**src/hdl/sdpg_pkg.sv**
```systemverilog
package sdpg_pkg;

    localparam int MAX_CH        = 4;
    localparam int POS_W         = 32;
    localparam int CMD_W         = 2;
    localparam int DEF_CHANNELS  = 4;
    localparam int DEF_PHASE_BIT = 16;

    typedef enum logic [CMD_W-1:0] {
        CMD_TICK  = 2'd0,
        CMD_LOAD  = 2'd1,
        CMD_CLEAR = 2'd2
    } t_cmd;

    typedef struct packed {
        logic [POS_W-1:0] pos;
        logic [POS_W-1:0] vel;
        logic             phase_latch;
        logic             sign_latch;
        logic             next_rising;
        logic             step;
        logic             dir;
    } t_chan_state;

    typedef struct packed {
        logic [POS_W-1:0] position;
        logic             step;
        logic             dir;
    } t_chan_out;

    localparam t_chan_state CLEAR_STATE = '{
        pos:         '0,
        vel:         '0,
        phase_latch: 1'b0,
        sign_latch:  1'b0,
        next_rising: 1'b1,
        step:        1'b0,
        dir:         1'b0
    };

    localparam t_chan_out ZERO_OUT = '{position: '0, step: 1'b0, dir: 1'b0};

endpackage

```
**src/hdl/sdpg_if.sv**
```systemverilog
interface sdpg_in_if;
    import sdpg_pkg::*;

    logic                    valid;
    logic                    ready;
    logic [CMD_W-1:0]        command;
    logic signed [POS_W-1:0] velocity_0;
    logic signed [POS_W-1:0] velocity_1;
    logic signed [POS_W-1:0] velocity_2;
    logic signed [POS_W-1:0] velocity_3;

    modport source (output valid, command, velocity_0, velocity_1, velocity_2, velocity_3,
                    input ready);
    modport sink   (input valid, command, velocity_0, velocity_1, velocity_2, velocity_3,
                    output ready);
endinterface

interface sdpg_out_if;
    import sdpg_pkg::*;

    logic                    valid;
    logic                    ready;
    logic signed [POS_W-1:0] position_0;
    logic signed [POS_W-1:0] position_1;
    logic signed [POS_W-1:0] position_2;
    logic signed [POS_W-1:0] position_3;
    logic                    step_pin_0;
    logic                    step_pin_1;
    logic                    step_pin_2;
    logic                    step_pin_3;
    logic                    dir_pin_0;
    logic                    dir_pin_1;
    logic                    dir_pin_2;
    logic                    dir_pin_3;

    modport source (output valid, position_0, position_1, position_2, position_3,
                    step_pin_0, step_pin_1, step_pin_2, step_pin_3,
                    dir_pin_0, dir_pin_1, dir_pin_2, dir_pin_3,
                    input ready);
    modport sink   (input valid, position_0, position_1, position_2, position_3,
                    step_pin_0, step_pin_1, step_pin_2, step_pin_3,
                    dir_pin_0, dir_pin_1, dir_pin_2, dir_pin_3,
                    output ready);
endinterface

```
**src/hdl/sdpg_channel.sv**
```systemverilog
module sdpg_channel #(
    parameter int PHASE_BIT = sdpg_pkg::DEF_PHASE_BIT
) (
    input  logic                         i_clk,
    input  logic                         i_rst_n,
    input  logic                         i_adv,
    input  sdpg_pkg::t_cmd               i_cmd,
    input  logic [sdpg_pkg::POS_W-1:0]   i_velocity,
    output sdpg_pkg::t_chan_out          o_nxt
);
    import sdpg_pkg::*;

    t_chan_state r_st;
    t_chan_state n_st;
    logic        w_phase;
    logic        w_edge;
    logic        w_sign;

    assign w_phase = r_st.pos[PHASE_BIT];
    assign w_edge  = (w_phase != r_st.phase_latch);
    assign w_sign  = r_st.vel[POS_W-1];

    always_comb begin
        n_st = r_st;
        unique case (i_cmd)
            CMD_TICK: begin
                n_st.pos = r_st.pos + r_st.vel;
                if (w_edge) begin
                    n_st.phase_latch = w_phase;
                    n_st.next_rising = ~r_st.next_rising;
                    n_st.step        = r_st.next_rising;
                    // falling edge: re-check direction against the velocity sign
                    if (!r_st.next_rising && (w_sign != r_st.sign_latch)) begin
                        n_st.sign_latch = w_sign;
                        if (w_sign) begin
                            n_st.dir = 1'b1;
                        end else if (r_st.vel != '0) begin
                            n_st.dir = 1'b0;
                        end
                    end
                end
            end
            CMD_LOAD:  n_st.vel = i_velocity;
            CMD_CLEAR: n_st = CLEAR_STATE;
            default:   n_st = r_st;
        endcase
    end

    always_ff @(posedge i_clk) begin
        if (!i_rst_n) begin
            r_st <= CLEAR_STATE;
        end else if (i_adv) begin
            r_st <= n_st;
        end
    end

    assign o_nxt = '{position: n_st.pos, step: n_st.step, dir: n_st.dir};

endmodule

```
**src/hdl/step_dir_pulse_generator_core.sv**
```systemverilog
// Each accepted input word passes from the input register through the channel update
// into the result register.
// Throughput: one word per cycle when not stalled; each channel is one 32-bit adder and
// a few bit compares. While a result word waits, one more input word is taken into the
// input register, then the input side stalls until the result word is taken.
// Reset: synchronous active-low clears all channel state (positions, velocities, pins)
// and empties both register stages.
module step_dir_pulse_generator_core #(
    parameter int CHANNELS  = sdpg_pkg::DEF_CHANNELS,
    parameter int PHASE_BIT = sdpg_pkg::DEF_PHASE_BIT
) (
    input  logic       i_clk,
    input  logic       i_rst_n,
    sdpg_in_if.sink    i_in,
    sdpg_out_if.source o_out
);
    import sdpg_pkg::*;

    // Input register stage
    logic             r_in_valid;
    t_cmd             r_cmd;
    logic [POS_W-1:0] r_vel [MAX_CH];

    // Result register stage
    logic             r_out_valid;
    t_chan_out        r_out [MAX_CH];

    logic             w_adv;
    t_chan_out        w_nxt [MAX_CH];

    // Advance the input word into the channels when the result register is free
    // or is being emptied this cycle.
    assign w_adv      = r_in_valid && (!r_out_valid || o_out.ready);
    assign i_in.ready = !r_in_valid || w_adv;

    always_ff @(posedge i_clk) begin
        if (!i_rst_n) begin
            r_in_valid <= 1'b0;
        end else if (i_in.ready) begin
            r_in_valid <= i_in.valid;
        end
    end

    // Payload: capture on acceptance, hold otherwise
    always_ff @(posedge i_clk) begin
        if (i_in.valid && i_in.ready) begin
            r_cmd    <= t_cmd'(i_in.command);
            r_vel[0] <= i_in.velocity_0;
            r_vel[1] <= i_in.velocity_1;
            r_vel[2] <= i_in.velocity_2;
            r_vel[3] <= i_in.velocity_3;
        end
    end

    // One update unit per configured channel; unused channels report zero.
    for (genvar k = 0; k < MAX_CH; k++) begin : g_ch
        if (k < CHANNELS) begin : g_on
            sdpg_channel #(
                .PHASE_BIT (PHASE_BIT)
            ) u_channel (
                .i_clk      (i_clk),
                .i_rst_n    (i_rst_n),
                .i_adv      (w_adv),
                .i_cmd      (r_cmd),
                .i_velocity (r_vel[k]),
                .o_nxt      (w_nxt[k])
            );
        end else begin : g_off
            assign w_nxt[k] = ZERO_OUT;
        end
    end

    always_ff @(posedge i_clk) begin
        if (!i_rst_n) begin
            r_out_valid <= 1'b0;
        end else if (w_adv) begin
            r_out_valid <= 1'b1;
        end else if (o_out.ready) begin
            r_out_valid <= 1'b0;
        end
    end

    // Result word holds the channel state as left by the command
    always_ff @(posedge i_clk) begin
        if (w_adv) begin
            for (int k = 0; k < MAX_CH; k++) begin
                r_out[k] <= w_nxt[k];
            end
        end
    end

    assign o_out.valid      = r_out_valid;
    assign o_out.position_0 = r_out[0].position;
    assign o_out.position_1 = r_out[1].position;
    assign o_out.position_2 = r_out[2].position;
    assign o_out.position_3 = r_out[3].position;
    assign o_out.step_pin_0 = r_out[0].step;
    assign o_out.step_pin_1 = r_out[1].step;
    assign o_out.step_pin_2 = r_out[2].step;
    assign o_out.step_pin_3 = r_out[3].step;
    assign o_out.dir_pin_0  = r_out[0].dir;
    assign o_out.dir_pin_1  = r_out[1].dir;
    assign o_out.dir_pin_2  = r_out[2].dir;
    assign o_out.dir_pin_3  = r_out[3].dir;

    // A word moved into the channels must appear in the result register next cycle.
    a_adv_fills_out: assert property (@(posedge i_clk) disable iff (!i_rst_n)
        w_adv |=> r_out_valid)
        else $error("advanced word missing from result register");

    // A held input word with a stalled result must block further input.
    a_stall_blocks_in: assert property (@(posedge i_clk) disable iff (!i_rst_n)
        (r_in_valid && r_out_valid && !o_out.ready) |-> !i_in.ready)
        else $error("input accepted while pipeline stalled");

    // A clear command reports channel 0 at rest.
    a_clear_zeroes: assert property (@(posedge i_clk) disable iff (!i_rst_n)
        (w_adv && r_cmd == CMD_CLEAR) |=>
            (r_out[0].position == '0 && !r_out[0].step && !r_out[0].dir))
        else $error("clear command left channel state");

endmodule
```
**src/flat_wrapper.sv**
```systemverilog
// flat-port wrapper written by rule: the top's interface ports become plain ports
module step_dir_pulse_generator_core_flat import sdpg_pkg::*;
#(
    parameter int CHANNELS  = sdpg_pkg::DEF_CHANNELS,
    parameter int PHASE_BIT = sdpg_pkg::DEF_PHASE_BIT
)
  (i_clk, i_rst_n, i_in_valid, i_in_command, i_in_velocity_0, i_in_velocity_1, i_in_velocity_2, i_in_velocity_3, i_in_ready, o_out_valid, o_out_position_0, o_out_position_1, o_out_position_2, o_out_position_3, o_out_step_pin_0, o_out_step_pin_1, o_out_step_pin_2, o_out_step_pin_3, o_out_dir_pin_0, o_out_dir_pin_1, o_out_dir_pin_2, o_out_dir_pin_3, o_out_ready);
  sdpg_in_if i_in_i ();
  sdpg_out_if o_out_i ();
  input  logic i_clk;
  input  logic i_rst_n;
  input wire logic [$bits(i_in_i.valid)-1:0] i_in_valid;
  input wire logic [$bits(i_in_i.command)-1:0] i_in_command;
  input wire logic [$bits(i_in_i.velocity_0)-1:0] i_in_velocity_0;
  input wire logic [$bits(i_in_i.velocity_1)-1:0] i_in_velocity_1;
  input wire logic [$bits(i_in_i.velocity_2)-1:0] i_in_velocity_2;
  input wire logic [$bits(i_in_i.velocity_3)-1:0] i_in_velocity_3;
  output wire logic [$bits(i_in_i.ready)-1:0] i_in_ready;
  output wire logic [$bits(o_out_i.valid)-1:0] o_out_valid;
  output wire logic [$bits(o_out_i.position_0)-1:0] o_out_position_0;
  output wire logic [$bits(o_out_i.position_1)-1:0] o_out_position_1;
  output wire logic [$bits(o_out_i.position_2)-1:0] o_out_position_2;
  output wire logic [$bits(o_out_i.position_3)-1:0] o_out_position_3;
  output wire logic [$bits(o_out_i.step_pin_0)-1:0] o_out_step_pin_0;
  output wire logic [$bits(o_out_i.step_pin_1)-1:0] o_out_step_pin_1;
  output wire logic [$bits(o_out_i.step_pin_2)-1:0] o_out_step_pin_2;
  output wire logic [$bits(o_out_i.step_pin_3)-1:0] o_out_step_pin_3;
  output wire logic [$bits(o_out_i.dir_pin_0)-1:0] o_out_dir_pin_0;
  output wire logic [$bits(o_out_i.dir_pin_1)-1:0] o_out_dir_pin_1;
  output wire logic [$bits(o_out_i.dir_pin_2)-1:0] o_out_dir_pin_2;
  output wire logic [$bits(o_out_i.dir_pin_3)-1:0] o_out_dir_pin_3;
  input wire logic [$bits(o_out_i.ready)-1:0] o_out_ready;
  assign i_in_i.valid = i_in_valid;
  assign i_in_i.command = i_in_command;
  assign i_in_i.velocity_0 = i_in_velocity_0;
  assign i_in_i.velocity_1 = i_in_velocity_1;
  assign i_in_i.velocity_2 = i_in_velocity_2;
  assign i_in_i.velocity_3 = i_in_velocity_3;
  assign i_in_ready = i_in_i.ready;
  assign o_out_valid = o_out_i.valid;
  assign o_out_position_0 = o_out_i.position_0;
  assign o_out_position_1 = o_out_i.position_1;
  assign o_out_position_2 = o_out_i.position_2;
  assign o_out_position_3 = o_out_i.position_3;
  assign o_out_step_pin_0 = o_out_i.step_pin_0;
  assign o_out_step_pin_1 = o_out_i.step_pin_1;
  assign o_out_step_pin_2 = o_out_i.step_pin_2;
  assign o_out_step_pin_3 = o_out_i.step_pin_3;
  assign o_out_dir_pin_0 = o_out_i.dir_pin_0;
  assign o_out_dir_pin_1 = o_out_i.dir_pin_1;
  assign o_out_dir_pin_2 = o_out_i.dir_pin_2;
  assign o_out_dir_pin_3 = o_out_i.dir_pin_3;
  assign o_out_i.ready = o_out_ready;
  step_dir_pulse_generator_core #(.CHANNELS(CHANNELS), .PHASE_BIT(PHASE_BIT)) u_core (.i_clk(i_clk), .i_rst_n(i_rst_n), .i_in(i_in_i), .o_out(o_out_i));
endmodule
```
**config.mk**
```make
export PLATFORM = sky130hd
export DESIGN_NAME = step_dir_pulse_generator_core_flat
export DESIGN_NICKNAME = d
export VERILOG_FILES = /design/src/hdl/sdpg_pkg.sv /design/src/hdl/sdpg_if.sv /design/src/hdl/sdpg_channel.sv /design/src/hdl/step_dir_pulse_generator_core.sv /design/src/flat_wrapper.sv
export SDC_FILE = /design/constraint.sdc
export NUM_CORES = 1
export LEC_CHECK = 0
export BUFFER_PORTS_ARGS = -buffer_cell sky130_fd_sc_hd__clkbuf_2
export CELL_PAD_IN_SITES_DETAIL_PLACEMENT = 0
export CELL_PAD_IN_SITES_GLOBAL_PLACEMENT = 1
export CORE_MARGIN = 1.5
export CORE_UTILIZATION = 47
export CTS_CLUSTER_DIAMETER = 50
export DETAILED_ROUTE_END_ITERATION = 16
export HOLD_SLACK_MARGIN = 0.06
export PLACE_DENSITY_LB_ADDON = 0.1
export SKIP_CTS_REPAIR_TIMING = 1
export SYNTH_ARGS = -nofsm -noshare
export SYNTH_HDL_FRONTEND = slang
export SYNTH_SLANG_ARGS = --single-unit
```
**constraint.sdc**
```tcl
create_clock -name i_clk -period 7.88 [get_ports i_clk]
set_input_delay 0.788 -clock i_clk [delete_from_list [all_inputs] [get_ports i_clk]]
set_output_delay 0.788 -clock i_clk [all_outputs]
set_load 0.005 [all_outputs]
```
==> results by group, run 1 <==
Status
  • Outcome: finished, final reports clean

Logic synthesis
  • Most frequent cell after synthesis: a21oi_1
  • Largest area contributor in the synthesized netlist: edfxtp_1
  • Largest cells by area after synthesis: edfxtp_1 (29%), dfxtp_1 (21%), ha_1 (6.0%)
  • Dominant synthesized flop cell: dfxtp_1
  • Gate count of the mapped netlist: 2717
  • Syn Area/Cell: 9.97 sq um
  • Share of the synthesized area in the top cell type: 0.295
  • Synth cell count leaders: a21oi_1 (279), dfxtp_1 (278), edfxtp_1 (266)
  • Synthesis Warnings: 0
  • Ys async rst share: 0
  • Sequential share of the synthesized area: 0.501
  • Synth Register Bits: 544
  • Syn Nets: 2985
  • Mapped cell area: 0.0271 sq mm
  • Synth cell types: 78
  • Post-synth EDFFs: 266

Power and ir drop
  • Pleak: 0.0124 uW
  • Total Power: 6820 uW
  • Cell Pwr Density: 218 mW/mm^2
  • Psw: 1660 uW
  • Sequential share of power: 0.463
  • Sw frac: 0.243
  • Clock share of power: 0.462
  • Internal Power: 5160 uW
  • Combinational Power Share: 0.075
  • Worst vdd ir: 0.243 mV

Setup path
  • CP Class: register to register
  • Worst path cell trace: nor2b_1, nand2b_4, inv_8, nand2_4, and2_1, o21ai_0, o31ai_1
  • CP max stage delay: 830 ps
  • Slowest stage cell, crit path: nand2_4
  • Worst-path fanout max: 138
  • Worst EP arrival: 4220 ps
  • CP Buf/Inv Count: 1
  • Crit path launch type: register
  • CP endpoint kind: register
  • Reg2Reg Setup Slack: 4140 ps
  • Cell family contributing the most delay on the critical path: simple AND/OR/NAND/NOR gates
  • CP Data Required Time: 8360 ps

Floorplanning
  • Starting Density: 0.477
  • FP Rows: 87
  • I/O Pins: 272
  • Die X: 243 um
  • Core ar.: 0.0567 sq mm
  • Die Footprint: 0.0591 sq mm
  • DIE HEIGHT: 243 um

Run
  • Max-cap violations: 0

Clock tree
  • CTS sink cnt: 544
  • Inserted Clock Buffers: 70
  • Clk buf depth: 3
  • Clock root buffer: clkbuf_16
  • Worst-Skew Late Latency: 610 ps
  • Clock-pin slew on the worst setup and hold paths: 60 ps
  • H-tree depth: 3
  • Clock tree from TritonCTS: built

STA
  • Final period utilization: 0.474
  • Fin. Hold Viols: 0
  • Normalized max-slew margin: 0.255
  • Fin crit period: 3740 ps
  • WHS: 345 ps
  • Fin worst setup slack: 4140 ps
  • Slew Limit Fails: 0
  • Slew @ Worst Pin: 1120 ps
  • Clock Skews: 22.7 ps
  • RSZ-0062 raised after global routing: false
  • Final setup violation count: 0
  • Max Freq: 267 MHz
  • Total negative slack: 0 ps

Global route
  • Initial antenna violation count: 1
  • GR Overflow Total: 0
  • Global-route wire length before repair: 113000 um
  • Total Routing Usage GR: 0.239
  • Vias in the first global route: 20500
  • Largest net degree at the start of global routing: 139

Route
  • Via count: 21000
  • Final antenna-violating net count: 0
  • Residual DRC: 0
  • 1st-iter DRT viols: 1414
  • Drt total wl: 71900 um
  • Post-DR vias/cell: 5.63
  • Count of TritonRoute iterations in the first routing pass: 7
  • Post-DR wirelength/cell: 19.3 um

Placed design
  • Hpwl dp: 47500 um
  • GPL Wtd Cong: 0.887
  • Pre-CTS setup slack: 3550 ps
  • Area after DPL: 0.0290 sq mm
  • # port buffers: 271

Finish
  • Cell area after layout: 0.0313 sq mm
  • Area Overhead vs Synth: 15.6%
  • Layout cells sized above 1: 0.149
  • Nets: 3187

Hold path
  • HP Class: primary input to register
logic make-up (layout without fill, tap and decap cells):
| group | after synthesis | in the layout | share of synthesized area |
|---|---|---|---|
| AO/OA/AOI/OAI | 816 | 816 | 0.192 |
| XOR/XNOR | 103 | 103 | 0.0336 |
| adder cells (fa/ha/maj) | 134 | 134 | 0.0630 |
| buffers and inverters | 229 | 487 | 0.0319 |
| flip-flops | 544 | 544 | 0.501 |
| multiplexers | 5 | 5 | 0.00194 |
| other | 0 | 1 | 0 |
| AND/OR/NAND/NOR | 886 | 886 | 0.177 |
metal layers:
| layer | global-route usage | share of wire | up-vias |
|---|---|---|---|
| met1 | 0.323 | 0.46 | 10100 |
| met2 | 0.396 | 0.47 | 492 |
| met5 | 0 | 0 | - |
| met4 | 0.0711 | 0.024 | 0 |
| met3 | 0.0342 | 0.042 | 110 |
| li1 | - | - | 10300 |
layout make-up:
class                           instances  area [sq um]
Clock inverter                         39           407
Multi-Input combinational cell       1944         12700
Fill cell                            5054         25400
Inverter                               72           278
Tap cell                              756           946
Clock buffer                           89          1890
Antenna cell                            1          2.50
Sequential cell                       544         13600
Timing Repair Buffer                  287          1500
path summary, 6_finish.rpt:
kind                                                from                                endpoint  cells after the start
setup / recovery                      u_core.o_out.valid  u_core.g_ch[1].g_on.u_channel.r_st[68]                      7
hold / removal                        i_in_velocity_0[5]                      u_core.r_vel[0][5]                      1
setup reg to reg                      u_core.o_out.valid  u_core.g_ch[1].g_on.u_channel.r_st[68]                      7
hold reg to reg   u_core.g_ch[3].g_on.u_channel.r_st[37]  u_core.g_ch[3].g_on.u_channel.r_st[37]                      2
flip-flops by register name, summed over array words and instances (netlist names):
signal,count
u_core.r_out,136
u_core.r_vel,128
u_core.o_out.valid,1
u_core.g_ch.g_on.u_channel.r_st,276
u_core.r_cmd,2
u_core.r_in_valid,1
cell usage in the layout, fill, tap and decap left out, drive strengths merged, types with 14 or more instances in the layout:
cell	instances
a22o	57
inv	83
nand2b	30
nor4	33
dfxtp	278
nor3	18
and2	34
o21bai	15
a31oi	22
edfxtp	266
and3	17
nor2b	193
nand2	253
xor2	45
clkbuf	359
o22ai	16
a22oi	50
a21boi	17
a21oi	279
o21ba	14
nor2	103
nand4	17
buf	17
xnor2	58
a21o	68
clkinv	17
nand3	24
ha	130
o21ai	178
nor3b	140
power groups by stage:
stage	logic, uW	registers [uW]	clock network [uW]
floorplan	326	3200	0
global placement	503	3220	0
detailed placement	513	3220	0
CTS	515	3160	3210
global route	565	3170	3330
finish	510	3160	3150
stage by stage:
step                cells   util
global placement     3603  0.511
detailed placement   3603  0.511
global route         3732  0.552
CTS                  3731  0.552
finish               3732  0.552
floorplan            2717      -
No activity file was read; power rests on OpenSTA's default activity.
==> inputs of run 2 (changes only) <==
==> constraint.sdc (replaced) <==
create_clock -name i_clk -period 3.7 [get_ports i_clk]
set_input_delay 0.37 -clock i_clk [delete_from_list [all_inputs] [get_ports i_clk]]
set_output_delay 0.37 -clock i_clk [all_outputs]
set_load 0.005 [all_outputs]
==> run 2 against run 1 <==
  * Critical path depth rose by 6
  * Die area did not move
  * Largest cell class unchanged
  * Non-clock buffer count rose by 144
==> results by group, run 2 (synthesis results as in run 1) <==
Global route
  • Largest net degree at the start of global routing: 106
  • Global-route wire length before repair: 114000 um
  • Initial antenna violation count: 1
  • Vias in the first global route: 20800
  • Total Routing Usage GR: 0.242
  • GR Overflow Total: 0

Finish
  • Finished Core Util: 0.581
  • Commonest non-fill, non-tap cell in the layout: a21oi_1
  • Top reg by flops: u_core.g_ch.g_on.u_channel.r_st
  • Largest register FFs: 276
  • Most frequent cells in the layout: a21oi_1 (279), dfxtp_1 (278), clkbuf_2 (270)
  • Regs by FF count: u_core.g_ch.g_on.u_channel.r_st (276), u_core.r_out (136), u_core.r_vel (128)
  • Seq. cell area: 0.0136 sq mm
  • Area Overhead vs Synth: 21.7%
  • Area of the multi-input gates: 0.0127 sq mm
  • Fillers: 4895
  • Non-Filler Instances: 3880
  • Nets: 3332
  • Layout cells sized above 1: 0.145

Clock tree
  • Inserted Clock Buffers: 71
  • Clk buf depth: 3
  • Clock root buffer: clkbuf_16
  • Clock-pin slew on the worst setup and hold paths: 60 ps
  • Worst-Skew Late Latency: 600 ps
  • H-tree depth: 3
  • Clock tree from TritonCTS: built
  • CTS sink cnt: 544

STA
  • Final setup violation count: 0
  • Slew Limit Fails: 0
  • Total negative slack: 0 ps
  • Normalized max-slew margin: 0.308
  • RSZ-0062 raised after global routing: false
  • Final period utilization: 0.915
  • Slew @ Worst Pin: 1040 ps
  • Fin worst setup slack: 315 ps
  • Clock Skews: 20.1 ps
  • Fin crit period: 3380 ps
  • Fin. Hold Viols: 0
  • Max Freq: 295 MHz

Setup path
  • CP Data Required Time: 4220 ps
  • CP max stage delay: 420 ps
  • Cell mode on critical path: inv_1
  • Crit path launch type: register
  • Worst EP arrival: 3910 ps
  • Reg2Reg Setup Slack: 320 ps
  • Slowest stage cell, crit path: a221oi_2
  • Worst-path fanout max: 4
  • CP Class: register to register
  • CP endpoint kind: register
  • Worst path cell trace: ha_1, inv_1, fa_1, inv_1, a21oi_1, o221ai_2, a221oi_2, o31ai_1, a41o_1, a31o_2, o41ai_2, mux2_1, a31oi_1

Floorplanning
  • Core ar.: 0.0567 sq mm
  • Die X: 243 um
  • DIE HEIGHT: 243 um
  • FP Rows: 87
  • I/O Pins: 272
  • Die Footprint: 0.0591 sq mm
  • Starting Density: 0.477

Route
  • Post-DR vias/cell: 5.60
  • 1st-iter DRT viols: 1191
  • Residual DRC: 0
  • Post-DR wirelength/cell: 19.0 um
  • Drt total wl: 73600 um
  • Count of TritonRoute iterations in the first routing pass: 6
  • Via count: 21700
  • Final antenna-violating net count: 0

Power and ir drop
  • Worst vdd ir: 0.349 mV
  • Pleak: 0.0131 uW
  • Cell Pwr Density: 453 mW/mm^2

Placed design
  • Pre-CTS setup slack: 344 ps
  • Placed Cells incl. Taps: 3616
  • # port buffers: 271
  • GPL Wtd Cong: 0.902
  • Hpwl dp: 48900 um

Hold path
  • HP Class: primary input to register

Run
  • Max-cap violations: 0

Status
  • Outcome: finished, final reports clean
## run 2: changes by cell type in the layout (fill, tap and decap cells not counted), moves of 2 or more
cell | before | now
dlygate4sd3_1 | 0 | 131
clkbuf_8 | 2 | 4
inv_8 | 5 | 3
buf_12 | 1 | 13
clkinv_1 | 2 | 7
clkinv_2 | 11 | 5
clkbuf_16 | 72 | 75
## run 2: path summary, 6_finish.rpt
path / from / end / cells past startpoint
hold / removal: i_rst_n / u_core.g_ch[3].g_on.u_channel.r_st[2] / 2
setup reg to reg: u_core.g_ch[0].g_on.u_channel.r_st[5] / u_core.g_ch[0].g_on.u_channel.r_st[67] / 13
setup / recovery: u_core.g_ch[0].g_on.u_channel.r_st[5] / u_core.g_ch[0].g_on.u_channel.r_st[67] / 13
hold reg to reg: u_core.g_ch[3].g_on.u_channel.r_st[37] / u_core.g_ch[3].g_on.u_channel.r_st[37] / 2
## run 2: power by group
group,switching (uW),internal (uW)
clock network,2710,4250
registers,139,6580
logic,731,515
## run 2: area by class of cell
type / count / area share
Antenna cell: 1 / 0.0000760
Multi-Input combinational cell: 1944 / 0.386
Clock inverter: 37 / 0.0120
Timing Repair Buffer: 431 / 0.0927
Clock buffer: 95 / 0.0605
Tap cell: 756 / 0.0287
Sequential cell: 544 / 0.411
Inverter: 72 / 0.00843
## run 2: metal layers
layer | global-route usage | vias up | wire, um
met1 | 0.328 | 10500 | 33900
met4 | 0.0725 | 0 | 1990
met5 | 0 | - | 0
met3 | 0.0383 | 126 | 3410
met2 | 0.398 | 547 | 34300
li1 | - | 10600 | -
## run 2: critical path, delay by kind of cell, from the launching register on
| family | cells | cell delay (ps) |
|---|---|---|
| adders and majority gates | 2 | 450 |
| DFF | 1 | 320 |
| muxes | 1 | 370 |
| AOI/OAI and AO/OA | 8 | 2020 |
| buffers and inverters | 2 | 140 |
## run 2: per-stage QoR
step | hold slack [ps] | power (uW) | area, sq um
4_1_cts | -101 | 15000 | 31600
5_1_grt | 113 | 15400 | 32900
2_1_floorplan | 457 | 7490 | 27100
3_3_place_gp | 468 | 7960 | 29200
6_report | 105 | 14900 | 32900
3_5_place_dp | 481 | 7980 | 29200
==> inputs of run 3 (changes only) <==
--- a/config.mk
+++ b/config.mk
@@ -5,11 +5,12 @@
 export SDC_FILE = /design/constraint.sdc
 export NUM_CORES = 1
 export LEC_CHECK = 0
+export ABC_AREA = 1
 export BUFFER_PORTS_ARGS = -buffer_cell sky130_fd_sc_hd__clkbuf_2
 export CELL_PAD_IN_SITES_DETAIL_PLACEMENT = 0
 export CELL_PAD_IN_SITES_GLOBAL_PLACEMENT = 1
 export CORE_MARGIN = 1.5
-export CORE_UTILIZATION = 47
+export CORE_UTILIZATION = 44
 export CTS_CLUSTER_DIAMETER = 50
 export DETAILED_ROUTE_END_ITERATION = 16
 export HOLD_SLACK_MARGIN = 0.06
==> run 3 against run 2 <==
  * Wire length increased by 23%
  * Final cell count grew 45%
  * Core utilization fell by 4.8 points
  * Register-to-register slack improved by 720 ps
  * Clock skew decreased by 2.3 ps
  * Setup slack improved by 720 ps
  * Critical path type unchanged
==> results by group, run 3 <==
Route
  • 1st-iter DRT viols: 1838
  • Drt total wl: 90400 um
  • Count of TritonRoute iterations in the first routing pass: 5
  • Final antenna-violating net count: 0
  • Residual DRC: 0
  • Post-DR vias/cell: 4.87
  • Post-DR wirelength/cell: 16.0 um
  • Via count: 27500

Logic synthesis
  • Largest area contributor in the synthesized netlist: edfxtp_1
  • Most frequent cell after synthesis: nand2_1
  • Mapped cell area: 0.0309 sq mm
  • Dominant synthesized flop cell: dfxtp_1
  • Synth cell types: 45
  • Gate count of the mapped netlist: 4289
  • Ys async rst share: 0
  • Synth Register Bits: 544
  • Largest cells by area after synthesis: edfxtp_1 (26%), dfxtp_1 (18%), nand2_1 (14%)
  • Synth cell count leaders: nand2_1 (1138), inv_1 (863), nor2_1 (367)
  • Syn Nets: 4557
  • Sequential share of the synthesized area: 0.439
  • Share of the synthesized area in the top cell type: 0.259
  • Synthesis Warnings: 0
  • Syn Area/Cell: 7.20 sq um
  • Post-synth EDFFs: 266

Power and ir drop
  • Clock share of power: 0.435
  • Sw frac: 0.274
  • Cell Pwr Density: 431 mW/mm^2
  • Worst vdd ir: 0.379 mV
  • Internal Power: 11500 uW
  • Pleak: 0.0186 uW
  • Total Power: 15900 uW
  • Combinational Power Share: 0.128
  • Psw: 4350 uW
  • Sequential share of power: 0.438

STA
  • Slew Limit Fails: 0
  • RSZ-0062 raised after global routing: false
  • Normalized max-slew margin: 0.144
  • Max Freq: 375 MHz
  • Final period utilization: 0.721
  • Fin crit period: 2670 ps
  • Total negative slack: 0 ps
  • Clock Skews: 17.8 ps
  • Slew @ Worst Pin: 1280 ps
  • Final setup violation count: 0
  • Fin worst setup slack: 1030 ps
  • Fin. Hold Viols: 0

Floorplanning
  • DIE HEIGHT: 268 um
  • Starting Density: 0.447
  • Die Footprint: 0.0718 sq mm
  • FP Rows: 96
  • Die X: 268 um
  • Core ar.: 0.0691 sq mm
  • I/O Pins: 272

Global route
  • GR Overflow Total: 0
  • Largest net degree at the start of global routing: 124
  • Global-route wire length before repair: 138000 um
  • Initial antenna violation count: 0
  • Total Routing Usage GR: 0.247
  • Vias in the first global route: 25200

Clock tree
  • Inserted Clock Buffers: 70
  • Worst-Skew Late Latency: 610 ps
  • H-tree depth: 3
  • Clock root buffer: clkbuf_16
  • Clk buf depth: 3
  • Clock-pin slew on the worst setup and hold paths: 60 ps
  • Clock tree from TritonCTS: built
  • CTS sink cnt: 544

Setup path
  • Worst-path fanout max: 75
  • CP Class: register to register
  • CP Data Required Time: 4190 ps
  • Crit path launch type: register
  • Worst EP arrival: 3160 ps
  • CP endpoint kind: register

Hold path
  • HP Class: primary input to register

Run
  • Max-cap violations: 0

Finish
  • Largest register FFs: 276
  • Fillers: 6771
  • Regs by FF count: u_core.g_ch.g_on.u_channel.r_st (276), u_core.r_out (136), u_core.r_vel (128)
  • Nets: 4916
  • Most frequent cells in the layout: nand2_1 (1137), inv_1 (862), nor2_1 (367)
  • Commonest non-fill, non-tap cell in the layout: nand2_1
  • Area Overhead vs Synth: 19.1%
  • Antenna fix cells: 0
  • Seq. cell area: 0.0136 sq mm
  • Area of the multi-input gates: 0.0135 sq mm
  • Finished Core Util: 0.533
  • Top reg by flops: u_core.g_ch.g_on.u_channel.r_st
  • Layout cells sized above 1: 0.106

Status
  • Outcome: finished, final reports clean

Placed design
  • Pre-CTS setup slack: 968 ps
  • GPL Wtd Cong: 0.904
  • # port buffers: 271
  • Hpwl dp: 65300 um
[run 3: final cells by class]
type	instances	area share
clock buffers	90	0.0516
well taps	931	0.0316
multi-input cells	2731	0.367
clock inverters	40	0.0126
inverters	875	0.0898
repair buffers	426	0.0794
flip-flops and latches	544	0.368
[run 3: worst max-delay path: stages (launching register included)]
cell and delay [ps]:
edfxtp_1 350, inv_1 170, ha_4 440, nor2_4 90
inv_4 660, buf_4 460, o21ai_0 160, o21ai_0 160
inv_1 50
[run 3: through the flow]
stage	hold WS (ps)	instance area, sq um	instances
2_1_floorplan	437	30900	4289
3_3_place_gp	451	33100	5377
3_5_place_dp	455	33100	5377
4_1_cts	-115	35500	5507
5_1_grt	123	36800	5637
6_report	123	36800	5637
[run 3: layer usage]
| metal | GRT usage | vias up | routed length, um |
|---|---|---|---|
| li1 | - | 14300 | - |
| met1 | 0.355 | 12400 | 43600 |
| met2 | 0.385 | 631 | 39900 |
| met3 | 0.0280 | 141 | 4180 |
| met4 | 0.0832 | 0 | 2700 |
| met5 | 0 | - | 0 |
[run 3: kinds of logic after synthesis]
logic type | Yosys count | share of synthesized area
buf+inv | 1014 | 0.126
fa+ha+maj | 134 | 0.0552
flops | 544 | 0.439
simple gates | 1898 | 0.258
compound gates | 689 | 0.120
xor+xnor | 10 | 0.00283
[run 3: power by group through the flow]
stage	Sequential [uW]	Clock, uW	Combinational, uW
final	6950	6900	2030
after floorplan	6990	0	1290
after detailed placement	7070	0	1920
after global placement	7070	0	1910
after global routing	6980	7300	2310
after CTS	6950	7050	1930
[run 3: path summary, 6_finish.rpt]
path | startpoint | cells past startpoint | slack [ps] | endpoint
max | u_core.r_cmd[0] | 8 | 1030 | u_core.g_ch[3].g_on.u_channel.r_st[44]
min | o_out_ready | 4 | 120 | u_core.r_in_valid
max reg2reg | u_core.r_cmd[0] | 8 | 1030 | u_core.g_ch[3].g_on.u_channel.r_st[44]
min reg2reg | u_core.g_ch[3].g_on.u_channel.r_st[3] | 2 | 460 | u_core.g_ch[3].g_on.u_channel.r_st[3]
